### config.mk
export PLATFORM = sky130hd
export DESIGN_NAME = glyph_text_rect_renderer
export DESIGN_NICKNAME = d
export VERILOG_FILES = /design/src/rtl/core/gtr_pkg.sv /design/src/rtl/core/gtr_font_rom.sv /design/src/rtl/core/glyph_text_rect_renderer.sv
export SDC_FILE = /design/constraint.sdc
export NUM_CORES = 1
export LEC_CHECK = 0
export ABC_AREA = 1
export BUFFER_PORTS_ARGS = -buffer_cell sky130_fd_sc_hd__buf_2
export CAP_MARGIN = 20
export CORE_UTILIZATION = 25
export CTS_BUF_LIST = sky130_fd_sc_hd__clkbuf_4 sky130_fd_sc_hd__clkbuf_8
export DETAILED_ROUTE_END_ITERATION = 6
export SLEW_MARGIN = 20
export SYNTH_ARGS = -nofsm -noshare
export SYNTH_HDL_FRONTEND = slang
export SYNTH_SLANG_ARGS = --single-unit
### constraint.sdc
create_clock -name aclk -period 12.5 [get_ports aclk]
set_input_delay 2.5 -clock aclk [delete_from_list [all_inputs] [get_ports aclk]]
set_output_delay 2.5 -clock aclk [all_outputs]
set_load 0.005 [all_outputs]
### src/rtl/core/gtr_pkg.sv
// Shared types, register map and the 5x7 font table for the glyph rectangle renderer.
// Used by gtr_font_rom and glyph_text_rect_renderer.
package gtr_pkg;

    localparam int CoordW   = 16;
    localparam int ScaleW   = 8;
    localparam int GlyphW   = 35;   // 5 columns x 7 bits, column 0 in the low bits
    localparam int GlyphCol = 5;
    localparam int GlyphRow = 7;
    localparam int LetterN  = 26;
    localparam int AddrW    = 4;

    // register indexes
    localparam logic [1:0] RegScale  = 2'd0;
    localparam logic [1:0] RegColor  = 2'd1;
    localparam logic [1:0] RegWidth  = 2'd2;
    localparam logic [1:0] RegHeight = 2'd3;

    localparam logic [7:0] CharNewline = 8'd10;
    localparam logic [7:0] CharA       = 8'd65;
    localparam logic [7:0] CharZ       = 8'd90;

    typedef logic [CoordW-1:0] coord_t;

    typedef struct packed {
        coord_t     x_left;
        coord_t     y_top;
        coord_t     x_right;
        coord_t     y_bottom;
    } rect_t;

    typedef logic [GlyphRow-1:0] font_col_t;

    localparam font_col_t FontCols [LetterN][GlyphCol] = '{
        '{7'h3F, 7'h44, 7'h44, 7'h44, 7'h3F}, '{7'h7F, 7'h49, 7'h49, 7'h49, 7'h36},
        '{7'h3E, 7'h41, 7'h41, 7'h41, 7'h22}, '{7'h7F, 7'h41, 7'h41, 7'h22, 7'h1C},
        '{7'h7F, 7'h49, 7'h49, 7'h49, 7'h41}, '{7'h7F, 7'h48, 7'h48, 7'h48, 7'h40},
        '{7'h3E, 7'h41, 7'h49, 7'h49, 7'h2E}, '{7'h7F, 7'h08, 7'h08, 7'h08, 7'h7F},
        '{7'h00, 7'h41, 7'h7F, 7'h41, 7'h00}, '{7'h02, 7'h01, 7'h41, 7'h7E, 7'h40},
        '{7'h7F, 7'h08, 7'h14, 7'h22, 7'h41}, '{7'h7F, 7'h01, 7'h01, 7'h01, 7'h01},
        '{7'h7F, 7'h20, 7'h18, 7'h20, 7'h7F}, '{7'h7F, 7'h10, 7'h08, 7'h04, 7'h7F},
        '{7'h3E, 7'h41, 7'h41, 7'h41, 7'h3E}, '{7'h7F, 7'h48, 7'h48, 7'h48, 7'h30},
        '{7'h3E, 7'h41, 7'h45, 7'h42, 7'h25}, '{7'h7F, 7'h48, 7'h4C, 7'h4A, 7'h31},
        '{7'h31, 7'h49, 7'h49, 7'h49, 7'h46}, '{7'h40, 7'h40, 7'h7F, 7'h40, 7'h40},
        '{7'h7E, 7'h01, 7'h01, 7'h01, 7'h7E}, '{7'h7C, 7'h02, 7'h01, 7'h02, 7'h7C},
        '{7'h7E, 7'h01, 7'h0E, 7'h01, 7'h7E}, '{7'h63, 7'h14, 7'h08, 7'h14, 7'h63},
        '{7'h70, 7'h08, 7'h07, 7'h08, 7'h70}, '{7'h43, 7'h45, 7'h49, 7'h51, 7'h61}
    };

    // Whole glyph as one word; codes past Z give an empty glyph.
    function automatic logic [GlyphW-1:0] glyph_lookup(input logic [4:0] idx);
        logic [GlyphW-1:0] g;
        g = '0;
        if (idx < 5'(LetterN)) begin
            g = {FontCols[idx][4], FontCols[idx][3], FontCols[idx][2],
                 FontCols[idx][1], FontCols[idx][0]};
        end
        return g;
    endfunction

endpackage

### src/rtl/core/gtr_font_rom.sv
// Synchronous font ROM: registered glyph word and letter flag, valid in the cycle after rd_en.
// Depends on gtr_pkg for the font table.
module gtr_font_rom
    import gtr_pkg::*;
(
    input  logic              aclk,
    input  logic              rd_en,
    input  logic [7:0]        char_code,
    output logic [GlyphW-1:0] glyph_bits,
    output logic              is_letter
);

    logic [7:0]        letter_idx;
    logic              letter_hit;
    logic [GlyphW-1:0] glyph_reg;
    logic              letter_reg;

    assign letter_idx = char_code - CharA;
    assign letter_hit = (char_code >= CharA) && (char_code <= CharZ);

    always_ff @(posedge aclk) begin
        if (rd_en) begin
            glyph_reg  <= glyph_lookup(letter_idx[4:0]);
            letter_reg <= letter_hit;
        end
    end

    assign glyph_bits = glyph_reg;
    assign is_letter  = letter_reg;

endmodule

### src/rtl/core/glyph_text_rect_renderer.sv
// Top level of the scaled 5x7 text rectangle renderer.
// Depends on gtr_pkg and gtr_font_rom; cursor and baseline live in a one-word state memory.
//
//  channel   direction  handshake            payload
//  s_*       in         s_tvalid / s_tready  char_code, base_x, base_y; tuser first_of_string
//  m_*       out        m_tvalid / m_tready  x_left, y_top, x_right, y_bottom, color; tlast
//  p*        config     psel & penable       scale, fill_color, screen_width, screen_height
//
// A letter goes through the state memory and font ROM read, the load step, the scan loop at one
// font bit per cycle unless stalled, then a flush and state write-back. Newline and other
// codes finish in the load step. A found square waits in a one-deep hold register until the next
// hit or the end of the glyph decides its last flag; the scan stalls only while a hit finds the
// hold register full and the output register full and not taken. Reset is synchronous; no clearing pass is needed.
module glyph_text_rect_renderer
    import gtr_pkg::*;
(
    input  logic             aclk,
    input  logic             aresetn,
    // input requests
    input  logic             s_tvalid,
    output logic             s_tready,
    input  logic [39:0]      s_tdata,   // char_code[7:0], base_x[23:8], base_y[39:24]
    input  logic             s_tuser,   // first_of_string
    // result requests
    output logic             m_tvalid,
    input  logic             m_tready,
    output logic [79:0]      m_tdata,   // x_left, y_top, x_right, y_bottom, color
    output logic             m_tlast,
    // configuration
    input  logic             psel,
    input  logic             penable,
    input  logic             pwrite,
    input  logic [AddrW-1:0] paddr,
    input  logic [31:0]      pwdata,
    output logic [31:0]      prdata,
    output logic             pready
);

    localparam logic [2:0] StIdle  = 3'd0;
    localparam logic [2:0] StLoad  = 3'd1;
    localparam logic [2:0] StScan  = 3'd2;
    localparam logic [2:0] StFlush = 3'd3;

    // configuration
    logic [ScaleW-1:0] scale_reg;
    coord_t            color_reg;
    coord_t            width_reg;
    coord_t            height_reg;
    logic              cfg_we;
    logic [1:0]        cfg_idx;

    // state memory: {row_baseline, column_cursor}
    logic [2*CoordW-1:0] state_mem [1];
    logic [2*CoordW-1:0] st_rdata_reg;
    logic                st_valid_reg;
    logic                st_we;
    logic [2*CoordW-1:0] st_wdata;

    logic [2:0]        fsm_reg, fsm_next;
    logic              in_accept;
    logic [7:0]        char_reg;
    logic              first_reg;
    coord_t            bx_reg;
    coord_t            by_reg;
    logic [GlyphW-1:0] glyph_bits;
    logic              is_letter;

    // scan registers
    logic [GlyphW-1:0] glyph_sh_reg, glyph_sh_next;
    logic [2:0]        col_reg, col_next;
    logic [2:0]        row_reg, row_next;
    coord_t            cursor_reg, cursor_next;
    coord_t            base_reg, base_next;
    coord_t            xl_reg, xl_next;
    coord_t            yt_reg, yt_next;
    coord_t            yb_reg, yb_next;

    // hold and output registers
    rect_t             pend_reg, pend_next;
    logic              pend_valid_reg, pend_valid_next;
    rect_t             out_reg, out_next;
    logic              out_last_reg, out_last_next;
    coord_t            out_color_reg, out_color_next;
    logic              out_valid_reg, out_valid_next;

    coord_t            scale16;
    coord_t            cursor0, base0;
    coord_t            xr_cur;
    logic              hit;
    logic              out_busy;
    logic              advance;
    rect_t             cur_rect;

    assign scale16   = {{(CoordW-ScaleW){1'b0}}, scale_reg};
    assign in_accept = s_tvalid && s_tready;
    assign s_tready  = (fsm_reg == StIdle);
    assign out_busy  = out_valid_reg && !m_tready;

    // ---------------- configuration port ----------------
    assign cfg_we  = psel && penable && pwrite;
    assign cfg_idx = paddr[3:2];
    assign pready  = 1'b1;

    always_ff @(posedge aclk) begin
        if (!aresetn) begin
            scale_reg  <= ScaleW'(1);
            color_reg  <= 16'hFFFF;
            width_reg  <= 16'd240;
            height_reg <= 16'd320;
        end else if (cfg_we) begin
            case (cfg_idx)
                RegScale:  scale_reg  <= pwdata[ScaleW-1:0];
                RegColor:  color_reg  <= pwdata[CoordW-1:0];
                RegWidth:  width_reg  <= pwdata[CoordW-1:0];
                RegHeight: height_reg <= pwdata[CoordW-1:0];
                default: ;
            endcase
        end
    end

    always_comb begin
        case (cfg_idx)
            RegScale:  prdata = {{(32-ScaleW){1'b0}}, scale_reg};
            RegColor:  prdata = {16'd0, color_reg};
            RegWidth:  prdata = {16'd0, width_reg};
            RegHeight: prdata = {16'd0, height_reg};
            default:   prdata = '0;
        endcase
    end

    // ---------------- input capture and font ROM ----------------
    always_ff @(posedge aclk) begin
        if (in_accept) begin
            char_reg  <= s_tdata[7:0];
            bx_reg    <= s_tdata[23:8];
            by_reg    <= s_tdata[39:24];
            first_reg <= s_tuser;
        end
    end

    gtr_font_rom u_font (
        .aclk       (aclk),
        .rd_en      (in_accept),
        .char_code  (s_tdata[7:0]),
        .glyph_bits (glyph_bits),
        .is_letter  (is_letter)
    );

    // ---------------- state memory ----------------
    always_ff @(posedge aclk) begin
        if (st_we) begin
            state_mem[0] <= st_wdata;
        end
        if (in_accept) begin
            st_rdata_reg <= st_valid_reg ? state_mem[0] : '0;
        end
    end

    always_ff @(posedge aclk) begin
        if (!aresetn) begin
            st_valid_reg <= 1'b0;
        end else if (st_we) begin
            st_valid_reg <= 1'b1;
        end
    end

    // ---------------- scan datapath ----------------
    assign cursor0  = first_reg ? '0 : st_rdata_reg[CoordW-1:0];
    assign base0    = first_reg ? by_reg : st_rdata_reg[2*CoordW-1:CoordW];
    assign xr_cur   = xl_reg + scale16 - 16'd1;
    assign hit      = glyph_sh_reg[0] && (xl_reg <= xr_cur) && (yt_reg <= yb_reg)
                      && (xr_cur < width_reg) && (yb_reg < height_reg);
    assign cur_rect = '{x_left: xl_reg, y_top: yt_reg, x_right: xr_cur, y_bottom: yb_reg};
    // stall the scan while a hit would need to push the held square into a full output
    assign advance  = !(hit && pend_valid_reg && out_busy);

    always_comb begin
        fsm_next        = fsm_reg;
        glyph_sh_next   = glyph_sh_reg;
        col_next        = col_reg;
        row_next        = row_reg;
        cursor_next     = cursor_reg;
        base_next       = base_reg;
        xl_next         = xl_reg;
        yt_next         = yt_reg;
        yb_next         = yb_reg;
        pend_next       = pend_reg;
        pend_valid_next = pend_valid_reg;
        out_next        = out_reg;
        out_last_next   = out_last_reg;
        out_color_next  = out_color_reg;
        out_valid_next  = out_valid_reg && !m_tready;
        st_we           = 1'b0;
        st_wdata        = {base0, cursor0};

        case (fsm_reg)
            StIdle: begin
                if (in_accept) begin
                    fsm_next = StLoad;
                end
            end
            StLoad: begin
                cursor_next   = cursor0;
                base_next     = base0;
                glyph_sh_next = glyph_bits;
                col_next      = '0;
                row_next      = '0;
                xl_next       = bx_reg + cursor0;
                yt_next       = base0 - scale16;
                yb_next       = base0 - 16'd1;
                if (char_reg == CharNewline) begin
                    st_we    = 1'b1;
                    st_wdata = {base0 + {scale16[CoordW-4:0], 3'b000}, 16'd0};
                    fsm_next = StIdle;
                end else if (!is_letter) begin
                    st_we    = 1'b1;
                    st_wdata = {base0, cursor0 + {scale16[CoordW-3:0], 2'b00}
                                               + {scale16[CoordW-2:0], 1'b0}};
                    fsm_next = StIdle;
                end else begin
                    fsm_next = StScan;
                end
            end
            StScan: begin
                if (advance) begin
                    if (hit) begin
                        if (pend_valid_reg) begin
                            out_next       = pend_reg;
                            out_last_next  = 1'b0;
                            out_color_next = color_reg;
                            out_valid_next = 1'b1;
                        end
                        pend_next       = cur_rect;
                        pend_valid_next = 1'b1;
                    end
                    glyph_sh_next = glyph_sh_reg >> 1;
                    if (row_reg == 3'(GlyphRow - 1)) begin
                        row_next = '0;
                        col_next = col_reg + 3'd1;
                        xl_next  = xl_reg + scale16;
                        yt_next  = base_reg - scale16;
                        yb_next  = base_reg - 16'd1;
                        if (col_reg == 3'(GlyphCol - 1)) begin
                            fsm_next = StFlush;
                        end
                    end else begin
                        row_next = row_reg + 3'd1;
                        yt_next  = yt_reg - scale16;
                        yb_next  = yb_reg - scale16;
                    end
                end
            end
            StFlush: begin
                if (!(pend_valid_reg && out_busy)) begin
                    if (pend_valid_reg) begin
                        out_next        = pend_reg;
                        out_last_next   = 1'b1;
                        out_color_next  = color_reg;
                        out_valid_next  = 1'b1;
                        pend_valid_next = 1'b0;
                    end
                    st_we    = 1'b1;
                    st_wdata = {base_reg, cursor_reg + {scale16[CoordW-3:0], 2'b00}
                                                     + {scale16[CoordW-2:0], 1'b0}};
                    fsm_next = StIdle;
                end
            end
            default: begin
                fsm_next = StIdle;
            end
        endcase
    end

    always_ff @(posedge aclk) begin
        if (!aresetn) begin
            fsm_reg        <= StIdle;
            pend_valid_reg <= 1'b0;
            out_valid_reg  <= 1'b0;
        end else begin
            fsm_reg        <= fsm_next;
            pend_valid_reg <= pend_valid_next;
            out_valid_reg  <= out_valid_next;
        end
    end

    always_ff @(posedge aclk) begin
        glyph_sh_reg  <= glyph_sh_next;
        col_reg       <= col_next;
        row_reg       <= row_next;
        cursor_reg    <= cursor_next;
        base_reg      <= base_next;
        xl_reg        <= xl_next;
        yt_reg        <= yt_next;
        yb_reg        <= yb_next;
        pend_reg      <= pend_next;
        out_reg       <= out_next;
        out_last_reg  <= out_last_next;
        out_color_reg <= out_color_next;
    end

    assign m_tvalid = out_valid_reg;
    assign m_tdata  = {out_color_reg, out_reg.y_bottom, out_reg.x_right,
                       out_reg.y_top, out_reg.x_left};
    assign m_tlast  = out_last_reg;

`ifndef SYNTH
    // the hold register is empty whenever a new character may enter
    assert property (@(posedge aclk) disable iff (!aresetn)
        s_tready |-> !pend_valid_reg)
        else $error("held square left over at character boundary");

    // state write-back happens only when a character finishes
    assert property (@(posedge aclk) disable iff (!aresetn)
        st_we |-> (fsm_reg == StLoad || fsm_reg == StFlush))
        else $error("state memory written outside load or flush");

    // the scan only leaves toward the flush step
    assert property (@(posedge aclk) disable iff (!aresetn)
        (fsm_reg == StScan) |=> (fsm_reg == StScan || fsm_reg == StFlush))
        else $error("scan left without flush");

    // the flush waits while a held square faces a full output register with a stalled sink
    assert property (@(posedge aclk) disable iff (!aresetn)
        (fsm_reg == StFlush && pend_valid_reg && out_busy) |=> (fsm_reg == StFlush))
        else $error("flush finished while output was blocked");
`endif

endmodule

======== Yosys cells after proc, flatten, opt, wreduce, memory -nomap -nowiden ========
Memories as Yosys holds them, arrays and structs flattened. A register that Yosys moved wholly into a read port is not among the register bits.
Index checks and enable logic that the tools add are counted.
cells by class
  $add $sub $neg .......................... 17
  magnitude comparators ................... 7
  eq/ne operators ......................... 17
  mux-type cells .......................... 63
  bitwise logic cells ..................... 2
  reductions and logical operators ........ 29
operator list
  kind                   count
  $mux 64                4
  $mux 16                13
  $pmux 16 s2            4
  $pmux 32 s4            1
  $pmux 64 s2            1
  $pmux 35 s2            1
  $mux 32                2
  $pmux 32 s2            1
  $sub 16x8->16          4
  $sub 16x1->16 const B  3
  $mux 35                1
  $add 16x10->16         2
  $add 16x9->16          2
  $le 16x16->1           2
  $lt 16x16->1           2
  $mux 3                 9
  $mux 1                 17
  $add 16x11->16         1
  $add 16x16->16         1
  $add 16x8->16          1
  $ne 2x2->1 const B     7
  $logic_and 1x1->1      12
  $pmux 3 s2             2
  $pmux 3 s4             1
  25 further kinds       41
word-level totals
  bits in registers ....................... 370
  RAM bits ................................ 32
  ROM bits ................................ 1120
  output and inout bits ................... 116
  logic and storage cells ................. 168
  memories kept ........................... 2
memories
  name              depth  bits a word  read ports  clocked after memory_dff  wr ports  line                            source
  (name not given)  32     35           1           1                         0         gtr_pkg.sv:55                   g = {FontCols[idx][4], FontCols[idx][3], FontCols[idx][2],
  state_mem         1      32           1           1                         1         glyph_text_rect_renderer.sv:53  logic [2*CoordW-1:0] state_mem [1];

======== Longest topological paths before layout ========
Gate-level depths: netlist of run 1.
  depth in word-level cells ............... 11
  depth in mapped cells ................... 28
  depth with buffers taken out ............ 28

======== Hierarchy ========
Synthesis of run 1 repeated with hierarchy kept, for this count alone.
unflattened totals
  cells, all modules ...................... 2504
  area, all modules ....................... 24629.9 um2
by module, submodules not included
  module                    times used  cells an instance  area an instance (um2)  seq. area each (um2)
  glyph_text_rect_renderer  1           2218               22316.4                 12361.9
  gtr_font_rom              1           286                2313.5                  1051.0

======== Worst setup path before layout of run 1 ========
Ideal clock, no wire load.
  path type ............................... in2reg
  start ................................... in s_tvalid
  end ..................................... reg bx_reg[0] (enable)
  setup time .............................. 729 ps
  arrival time ............................ 10240 ps
  data required time ...................... 11771 ps
  path slack .............................. 1531 ps
  cell stages on the path ................. 1
  path through ............................ nor3b_1
on the way
  word-level cells in the longest chain between the ends .. 1
ends and longest elaborated chain
  what                  line                             source
  start, declared       glyph_text_rect_renderer.sv:20   input logic s_tvalid,
  $logic_and 1x1->1     glyph_text_rect_renderer.sv:95   assign in_accept = s_tvalid && s_tready;
  end signal, assigned  glyph_text_rect_renderer.sv:135  bx_reg <= s_tdata[23:8];
  end, declared         glyph_text_rect_renderer.sv:63   coord_t bx_reg;
Every way passes these cells.
A chain may end at the register's enable or synchronous reset.

======== Final worst setup path of run 1 ========
  start ................................... reg scale_reg[6]
  end ..................................... reg out_reg, in the netlist m_tdata[30] (enable)
on the way
  word-level cells in the longest chain between the ends .. 11
ends and longest elaborated chain
  what                              line                             source
  start, declared                   glyph_text_rect_renderer.sv:45   logic [ScaleW-1:0] scale_reg;
  start signal, assigned            glyph_text_rect_renderer.sv:106  scale_reg <= ScaleW'(1);
  start signal, assigned            glyph_text_rect_renderer.sv:112  RegScale: scale_reg <= pwdata[ScaleW-1:0];
  $add 16x8->16 *                   glyph_text_rect_renderer.sv:170  assign xr_cur = xl_reg + scale16 - 16'd1;
  $sub 16x1->16 *                   glyph_text_rect_renderer.sv:170
  via xr_cur[15]                    glyph_text_rect_renderer.sv:88   coord_t xr_cur;
  $le 16x16->1                      glyph_text_rect_renderer.sv:171  assign hit = glyph_sh_reg[0] && (xl_reg <= xr_cur) && (yt_reg <= yb_reg)
  $logic_and 1x1->1 (2 in a row)    glyph_text_rect_renderer.sv:171
  $logic_and 1x1->1 * (2 in a row)  glyph_text_rect_renderer.sv:172  && (xr_cur < width_reg) && (yb_reg < height_reg);
  $logic_and 1x1->1 (2 in a row)    glyph_text_rect_renderer.sv:175  assign advance = !(hit && pend_valid_reg && out_busy);
  $ne 2x2->1 (no line)              -
  $reduce_and 4->1 (no line) *      -
  end signal, assigned              glyph_text_rect_renderer.sv:296  out_reg <= out_next;
  end, declared                     glyph_text_rect_renderer.sv:81   rect_t out_reg, out_next;
Mark *: on every way through the listed nets, which the timed path passes. The rest lies on a longest branch.

==> out/summary.txt, run 1 <==
Min-Delay Path Class: flip-flop to flip-flop
synth top area cells: edfxtp_1 (50%), nand2_1 (8.8%), ha_1 (7.4%)
Worst Max-Slew Pin Slew: 1.06 ns
top cells by count, synth: nand2_1 (573), edfxtp_1 (406), inv_1 (327)
Rel. slew slack: 29.3%
post-synth top area share: 50.0%
final wirelength: 68.7 mm
area growth from synthesis to layout: 16.8%
outcome: complete, no violations
CTS root buf: clkbuf_8
top-count cell post-synth: nand2_1
P_leak: 12.0 nW
CTS resizes: 0
Synth Warn #: 0
Inserted Clock Buffers: 82
drt drc: 0
nets: 2,962
Port-buffer cells: 164
layout cells sized above 1: 13.9%
PwrDens: 224 nW/µm²
clock skew: 0.0597 ns
final setup vio count: 0
Switch Pwr: 2.49 mW
Post-synth EDFFs: 406
Reg-to-Reg Start: scale_reg[6]
hpwl dp: 50.6 mm
Hold EP: m_tdata[26]
r2r endpoint: m_tdata[30]
total power draw: 6.38 mW
Starting Density: 25.2%
Combinational Power Share: 36.0%
hold_sp: pend_reg[42]
largest net degree at the start of global routing: 81
Max-cap violations: 0
Core ar.: 96,700 µm²
CTS tree: built
first-pass GRT wire length: 104 mm
Crit Path Max Fanout: 70
vias in the first global route: 17,500
Setup Buffers After CTS: 0
Worst Path Arrival: 6.74 ns
sw frac: 39.1%
via count: 18,400
Antenna Nets Post-Route: 0
r2r setup slk: 6.09 ns
Setup TNS Final: 0 ns
post-DR vias/cell: 4.54
Period minus WS final: 6.41 ns
Layout fillers: 10,100
Crit Path Category: flip-flop to flip-flop
Post-Syn Area: 24,400 µm²
Global Route Usage Sum: 13.7%
crit share post-route: 51.2%
Critical Path RT: 12.84 ns
Final Wtd Congestion: 0.900
H-tree depth: 3
total die area: 98,900 µm²
Yosys top cell by area: edfxtp_1
Overflow after GRT: 0
final hold vios: 0
CTS Sinks: 467
VDD IR max: 0.000167 V
Clock power frac: 23.6%
FFs w/ async S/R, synth: 0%
P_int: 3.89 mW
Worst-path clk slew: 0.07 ns
Mean Syn Cell Area: 9.76 µm²
synthesis-stage register bit count: 467
hold buffer count at CTS: 0
Max clock buf depth: 3
max-slew violations: 0
hold depth: 0
Detailed Routing Iterations Pass 1: 5
Worst Reg-to-Reg Cells: 23
predominant post-synthesis flop cell: edfxtp_1
drt wl/cell: 16.9 µm
part of the power in registers: 40.4%
library cells used by synthesis: 60
fmax: 156 MHz
Ports: 200
crit end category: flip-flop
RSZ-0062 raised after global routing: no
initial DRC count: 1,687
sequential element share of the synthesized area: 55.0%
clk_lat worst skew: 0.72 ns
die span in y: 314 µm
Die W: 314 µm
antenna violations before repair: 3
synthesized instance count: 2,501
crit start category: flip-flop
row cnt: 114
## logic make-up after synthesis
logic type	share of synthesized area, %
simple gates	16.8
flops	55.0
xor+xnor	1.65
other cells	0.0308
buf+inv	6.63
fa+ha+maj	9.16
compound gates	10.7
## cells in the final DEF (no fill, tap or decap), drive strengths merged, types with 17 or more instances in the layout
master	n
a21oi	144
buf	188
clkbuf	120
clkinv	29
conb	17
dfxtp	61
edfxtp	406
fa	21
ha	145
inv	333
nand2	587
nand3	130
nand4	24
nor2	171
nor3	22
o211ai	28
o21ai	157
o221ai	38
xor2	30
## critical path: stages, from the launching register on
cell and delay, ns:
dfxtp_1 0.88, ha_1 0.42, nand2_1 0.18, inv_1 0.08, a21oi_1 0.21, nand2_2 0.11, nand3_1 0.10, nand2_2 0.11
nor2_4 0.24, nand4_2 0.17, or2_2 0.31, xor2_1 0.19, inv_1 0.12, ha_1 0.23, a2111oi_0 0.38, nand3_1 0.14
a21oi_1 0.18, nand2_1 0.15, a21oi_2 0.28, nand3_1 0.12, nand2_1 0.08, nand3_2 0.12, nor2_4 0.35, buf_4 0.74
## power by group through the flow
stage | clock network (mW) | logic (mW) | registers (mW)
finish | 1.51 | 2.30 | 2.58
CTS | 1.55 | 2.29 | 2.59
global route | 1.62 | 2.60 | 2.63
global placement | 0 | 2.23 | 2.61
floorplan | 0 | 1.63 | 2.51
detailed placement | 0 | 2.28 | 2.62
## metrics by stage
stage                     setup WS, ns  instances  hold slack, ns  util (%)  cell area [µm²]
after floorplan                   1.53       2516           0.400         -            24500
after global placement            5.90       3904           0.403      27.7            26700
after detailed placement          5.90       3904           0.405      27.7            26700
after CTS                         5.88       4054           0.403      29.5            28500
after global routing              5.71       4055           0.414      29.5            28500
final                             6.09       4056           0.411      29.5            28500
## final cells by class
type,instances,area (µm²),area share (%)
multi-input cells,1636,9470,33.2
clock buffers,120,1470,5.16
clock inverters,30,274,0.962
well taps,1276,1600,5.60
repair buffers,188,1000,3.51
flip-flops and latches,467,13400,47.1
diodes,2,5.00,0.0176
inverters,337,1260,4.44
## metal layers
metal  GRT usage [%]  part of all wire (%)  up-vias
met5               0                 0.019        -
met4            4.30                   2.6        2
met3            2.83                   6.9      117
met2            21.9                    46      601
met1            18.4                    45     8669
li1                -                     -     9023
## worst max path at each step
| stage | from | end | slack (ns) | cells after the start |
|---|---|---|---|---|
| CTS | paddr[2] | prdata[6] | 5.88 | 6 |
| detailed placement | paddr[2] | prdata[6] | 5.90 | 6 |
| finish | scale_reg[6] | m_tdata[30] | 6.09 | 23 |
| global route | scale_reg[6] | m_tdata[61] | 5.71 | 23 |
| global placement | paddr[2] | prdata[6] | 5.90 | 6 |
| floorplan | s_tvalid | bx_reg[0] | 1.53 | 1 |
No activity file was read; power rests on OpenSTA's default activity.
==> run 2, diff against run 1 <==
==> constraint.sdc (replaced) <==
create_clock -name aclk -period 6.3 [get_ports aclk]
set_input_delay 1.26 -clock aclk [delete_from_list [all_inputs] [get_ports aclk]]
set_output_delay 1.26 -clock aclk [all_outputs]
set_load 0.005 [all_outputs]
==> run 2 against run 1 <==
  * Power up 98%
  * Hold slack worse by 0.019 ns
  * Sequential share of layout area down 0.10 points
  * Clock power up 95%
  * First-iteration DRC count down 4.6%
  * Sequential power up 98%
  * Final cell count up 0.22%
  * Design area up 0.22%
  * Register-to-register slack worse by 5.3 ns
  * Critical path depth unchanged
  * Via count up 0.84%
  * Combinational power up 98%
  * Largest cell class unchanged
==> out/summary.txt, run 2 (synthesized netlist as in run 1, its figures left out) <==
Die W: 314 µm (unchanged)
hpwl dp: 51.0 mm (+0.91%)
H-tree depth: 3 (unchanged)
RSZ-0062 raised after global routing: no
Rel. slew slack: 29.6% (+0.32 points)
met2 usage: 22.0% (+0.085 points)
Port-buffer cells: 164 (unchanged)
row cnt: 114 (unchanged)
via count: 18,600 (+0.84%)
Setup TNS Final: 0 ns (unchanged)
drt drc: 0 (unchanged)
Antenna Nets Post-Route: 0 (unchanged)
Period minus WS final: 5.50 ns (-0.910 ns)
crit share post-route: 87.2% (+36 points)
Setup Buffers After CTS: 0 (unchanged)
Starting Density: 25.2% (unchanged)
max-slew violations: 0 (unchanged)
Worst-path clk slew: 0.06 ns (about the same)
fmax: 182 MHz (+17%)
die span in y: 314 µm (unchanged)
PwrDens: 443 nW/µm² (+98%)
Min-Delay Path Class: flip-flop to flip-flop
crit end category: flip-flop
Overflow after GRT: 0 (unchanged)
commonest non-fill, non-tap cell in the layout: nand2_1
VDD IR max: 0.000277 V (+66%)
Max clock buf depth: 3 (unchanged)
nets: 2,967 (+0.17%)
Global Route Usage Sum: 13.7% (+0.072 points)
Final Wtd Congestion: 0.910 (+1.2%)
antenna violations before repair: 6 (+3)
sw frac: 39.2% (+0.16 points)
CTS tree: built
Core ar.: 96,700 µm² (unchanged)
Max-cap violations: 0 (unchanged)
placed instance area: 26,800 µm² (+0.30%)
final non-filler cell area: 28,600 µm² (+0.22%)
clock skew: 0.0621 ns (+0.00237 ns)
Crit Path Max Fanout: 70 (unchanged)
CTS resizes: 0 (unchanged)
Inserted Clock Buffers: 82 (unchanged)
Worst Path Arrival: 5.76 ns (-0.98 ns)
CTS root buf: clkbuf_8
CTS Sinks: 467 (unchanged)
met1 usage: 18.4% (about the same)
final setup vio count: 0 (unchanged)
largest net degree at the start of global routing: 81 (unchanged)
initial DRC count: 1,610 (-4.6%)
Combinational Power Share: 36.1% (about the same)
final wirelength: 68.8 mm (+0.21%)
Clock power frac: 23.4% (-0.2 points)
Worst Max-Slew Pin Slew: 1.05 ns (-0.00871 ns)
final hold vios: 0 (unchanged)
area growth from synthesis to layout: 17.0%
total die area: 98,900 µm² (unchanged)
drt wl/cell: 16.9 µm (about the same)
most frequent cells in the layout: nand2_1 (572), edfxtp_1 (406), inv_1 (325)
placed cells: 3,909 (+0.13%)
Ports: 200 (unchanged)
Crit Path Category: flip-flop to flip-flop
first-pass GRT wire length: 104 mm (+0.21%)
crit start category: flip-flop
M3 GR Usage: 3.21% (+0.38 points)
part of the power in registers: 40.5% (about the same)
Detailed Routing Iterations Pass 1: 5 (unchanged)
layout cells sized above 1: 13.9% (-0.076 points)
Critical Path RT: 6.57 ns (-6.27 ns)
total power draw: 12.6 mW (+98%)
post-DR vias/cell: 4.57 (+0.61%)
outcome: complete, no violations
vias in the first global route: 17,500 (+0.29%)
setup ws final: 0.805 ns (-5.29 ns)
grt peak-use layer: met2
P_leak: 12.0 nW (+0.23%)
Switch Pwr: 4.96 mW (+99%)
Finished Layout Cells: 4,065 (+0.22%)
hold buffer count at CTS: 0 (unchanged)
P_int: 7.68 mW (+98%)
clk_lat worst skew: 0.71 ns (about the same)
Worst Setup Slack post-DPL: 0.813 ns (-5.08 ns)
[run 2: metal layers]
| metal | routed length [µm] | share of wire [%] | vias up |
|---|---|---|---|
| li1 | - | - | 9036 |
| met4 | 1820 | 2.6 | 2 |
| met1 | 30200 | 44 | 8744 |
| met5 | 13 | 0.019 | - |
| met2 | 31400 | 46 | 663 |
| met3 | 5350 | 7.8 | 121 |
[run 2: power groups by stage]
stage / clock [mW] / combinational, mW / sequential, mW
final: 2.95 / 4.56 / 5.12
after global routing: 3.18 / 5.17 / 5.20
after CTS: 3.05 / 4.57 / 5.13
after detailed placement: 0 / 4.55 / 5.19
after global placement: 0 / 4.46 / 5.17
after floorplan: 0 / 3.24 / 4.95
[run 2: worst paths after layout]
| kind | slack (ns) | startpoint | depth (start not counted) | endpoint |
|---|---|---|---|---|
| setup reg to reg | 0.80 | xl_reg[0] | 23 | glyph_sh_reg[14] |
| hold / removal | 0.39 | pend_reg[46] | 0 | m_tdata[30] |
| hold reg to reg | 0.39 | pend_reg[46] | 0 | m_tdata[30] |
| setup / recovery | 0.80 | xl_reg[0] | 23 | glyph_sh_reg[14] |
[run 2: layout make-up]
| cell class | instances | area, µm² |
|---|---|---|
| diodes | 3 | 7.51 |
| clock buffers | 104 | 1310 |
| clock inverters | 49 | 413 |
| fillers | 10100 | 68200 |
| inverters | 337 | 1260 |
| multi-input cells | 1636 | 9470 |
| flip-flops and latches | 467 | 13400 |
| well taps | 1276 | 1600 |
| repair buffers | 193 | 1080 |
[run 2: critical path, cell delays in order, from the launching register on]
cell and delay (ns):
edfxtp_1 0.41, ha_1 0.27, fa_1 0.43, nand2_1 0.12
nand2_1 0.11, nand3_1 0.17, nand2_2 0.11, nand3_1 0.10
nand2_2 0.10, nor2_4 0.24, nand4_2 0.18, or2_2 0.32
xor2_1 0.18, inv_1 0.12, ha_1 0.21, a2111oi_0 0.38
nand3_1 0.14, a21oi_1 0.18, nand2_1 0.13, a21oi_2 0.25
nand2_1 0.14, o21ai_1 0.23, nand2_2 0.06, buf_4 0.39
[run 2: through the flow]
stage | util (%) | hold slack (ns)
2_1_floorplan | - | 0.400
3_3_place_gp | 27.7 | 0.402
3_5_place_dp | 27.7 | 0.405
4_1_cts | 29.5 | 0.385
5_1_grt | 29.5 | 0.403
6_report | 29.5 | 0.392
==> run 3, diff against run 2 <==
--- a/config.mk
+++ b/config.mk
@@ -11,6 +11,7 @@
 export CORE_UTILIZATION = 25
 export CTS_BUF_LIST = sky130_fd_sc_hd__clkbuf_4 sky130_fd_sc_hd__clkbuf_8
 export DETAILED_ROUTE_END_ITERATION = 6
+export RECOVER_POWER = 25
 export SLEW_MARGIN = 20
 export SYNTH_ARGS = -nofsm -noshare
 export SYNTH_HDL_FRONTEND = slang
==> run 3 against run 2 <==
  * Core utilization shrank 0.058 points
  * Critical endpoint is now state_mem[0][14]
  * Fmax shrank 0.17%
  * Worst setup slack lost 0.0096 ns
  * Power is essentially flat
  * Critical path type unchanged
  * Combinational power is essentially flat
  * The flow now finishes with violations (capacitance limit, slew limit)
  * Non-clock buffer count is the same
==> out/summary.txt, run 3 (synthesized netlist as in run 1, its figures left out) <==
Ports: 200 (unchanged)
Worst-path clk slew: 0.06 ns (about the same)
Setup TNS Final: 0 ns (unchanged)
Critical Path RT: 6.69 ns (+0.12 ns)
crit start category: flip-flop
Combinational Power Share: 36.1% (about the same)
most frequent cells in the layout: nand2_1 (572), edfxtp_1 (406), inv_1 (325)
crit end category: flip-flop
antenna violations before repair: 6 (unchanged)
initial DRC count: 1,631 (+1.3%)
layout cells sized above 1: 12.8% (-1.0 points)
crit share post-route: 87.4% (+0.15 points)
CTS resizes: 0 (unchanged)
Final Wtd Congestion: 0.910 (unchanged)
Layout fillers: 10,100 (+0.17%)
via count: 18,500 (-0.11%)
CTS Sinks: 467 (unchanged)
Crit. Startpoint: first_reg
Reg-to-Reg Start: first_reg
placed cells: 3,909 (unchanged)
Crit Path Max Fanout: 22 (-69%)
first-pass GRT wire length: 104 mm (unchanged)
clock skew: 0.0629 ns (+0.000839 ns)
Clock power frac: 23.4% (about the same)
Crit Path Category: flip-flop to flip-flop
Rel. slew slack: -15.2% (-45 points)
sw frac: 39.2% (about the same)
Port-buffer cells: 164 (unchanged)
Die W: 314 µm (unchanged)
total die area: 98,900 µm² (unchanged)
part of the power in registers: 40.6% (about the same)
die span in y: 314 µm (unchanged)
RSZ-0062 raised after global routing: no
placed instance area: 26,800 µm² (unchanged)
nets: 2,967 (unchanged)
max-slew violations: 34 (+34)
Starting Density: 25.2% (unchanged)
Switch Pwr: 4.96 mW (about the same)
post-DR vias/cell: 4.56 (-0.11%)
area growth from synthesis to layout: 16.8%
Worst Path Arrival: 5.90 ns (+0.14 ns)
Inserted Clock Buffers: 82 (unchanged)
largest net degree at the start of global routing: 81 (unchanged)
failing checks: capacitance limit, slew limit
outcome: finished with violations
Global Route Usage Sum: 13.7% (unchanged)
P_int: 7.68 mW (about the same)
Detailed Routing Iterations Pass 1: 6 (+1)
row cnt: 114 (unchanged)
Finished Layout Cells: 4,065 (unchanged)
final setup vio count: 0 (unchanged)
Max clock buf depth: 3 (unchanged)
final wirelength: 68.8 mm (about the same)
hpwl dp: 51.0 mm (unchanged)
Min-Delay Path Class: flip-flop to flip-flop
Setup Buffers After CTS: 0 (unchanged)
final hold vios: 0 (unchanged)
Antenna Nets Post-Route: 0 (unchanged)
Worst Max-Slew Pin Slew: 1.73 ns (+0.677 ns)
CTS tree: built
fmax: 182 MHz (-0.17%)
Core ar.: 96,700 µm² (unchanged)
H-tree depth: 3 (unchanged)
Max-cap violations: 1 (+1)
Worst Reg-to-Reg Cells: 23 (unchanged)
hold buffer count at CTS: 0 (unchanged)
Critical Path End: state_mem[0][14]
drt wl/cell: 16.9 µm (about the same)
r2r endpoint: state_mem[0][14]
P_leak: 11.9 nW (-0.71%)
Overflow after GRT: 0 (unchanged)
VDD IR max: 0.000273 V (-1.5%)
final non-filler cell area: 28,500 µm² (-0.20%)
r2r setup slk: 0.80 ns (about the same)
PwrDens: 443 nW/µm² (+0.12%)
Period minus WS final: 5.50 ns (+0.00959 ns)
commonest non-fill, non-tap cell in the layout: nand2_1
drt drc: 0 (unchanged)
CTS root buf: clkbuf_8
clk_lat worst skew: 0.72 ns (about the same)
vias in the first global route: 17,500 (unchanged)
## run 3: final cells by class
type | count | area, µm² | share of cell area [%]
clock inverter | 49 | 413 | 1.45
multi-input combinational | 1636 | 9460 | 33.2
timing repair buffer | 193 | 1030 | 3.62
clock buffer | 104 | 1310 | 4.61
sequential | 467 | 13400 | 47.1
inverter | 337 | 1260 | 4.44
antenna | 3 | 7.51 | 0.0263
tap | 1276 | 1600 | 5.60
## run 3: worst max-delay path, cell delays in order (launching register included)
cell,delay (ns)
edfxtp_1,0.32
clkbuf_1,0.74
clkinv_1,0.93
nand2_1,0.28
inv_1,0.13
fa_1,0.46
ha_1,0.25
fa_1,0.42
a21oi_1,0.16
nor2_1,0.06
nor2_1,0.16
nor2_1,0.07
o21ai_0,0.16
nand2_1,0.11
nand2_1,0.07
nand2_1,0.06
a21oi_1,0.12
inv_1,0.07
nand2_1,0.07
a21oi_1,0.09
nand2_1,0.11
o21ai_0,0.09
o311ai_0,0.11
o211ai_1,0.18
## run 3: power groups by stage
| stage | logic (mW) | registers [mW] | clock network, mW |
|---|---|---|---|
| floorplan | 3.24 | 4.95 | 0 |
| global placement | 4.46 | 5.17 | 0 |
| detailed placement | 4.55 | 5.19 | 0 |
| CTS | 4.57 | 5.13 | 3.05 |
| global route | 5.16 | 5.20 | 3.18 |
| finish | 4.55 | 5.12 | 2.95 |
## run 3: worst min path at each step
stage	start	end	slack (ns)	depth (start not counted)
6_report	pend_reg[46]	m_tdata[30]	0.39	0
3_5_place_dp	pend_reg[58]	m_tdata[10]	0.40	0
3_3_place_gp	pend_reg[6]	m_tdata[54]	0.40	0
4_1_cts	pend_reg[46]	m_tdata[30]	0.39	0
5_1_grt	pend_reg[46]	m_tdata[30]	0.40	0
2_1_floorplan	pend_reg[48]	m_tdata[0]	0.40	0
## run 3: per-stage QoR
| stage | power, mW | setup WS (ns) | hold WS (ns) | utilization, % |
|---|---|---|---|---|
| after CTS | 12.8 | 0.779 | 0.385 | 29.5 |
| after global placement | 9.63 | 0.986 | 0.402 | 27.7 |
| after detailed placement | 9.74 | 0.813 | 0.405 | 27.7 |
| after floorplan | 8.19 | 0.000918 | 0.400 | - |
| after global routing | 13.5 | 0.295 | 0.403 | 29.5 |
| final | 12.6 | 0.795 | 0.392 | 29.5 |
## run 3: metal layers
metal | GRT usage, % | vias to the layer above | part of all wire (%)
met5 | 0 | - | 0.019
met4 | 3.99 | 2 | 2.5
met3 | 3.21 | 115 | 7.6
met2 | 22.0 | 656 | 46
met1 | 18.4 | 8735 | 44
li1 | - | 9038 | -
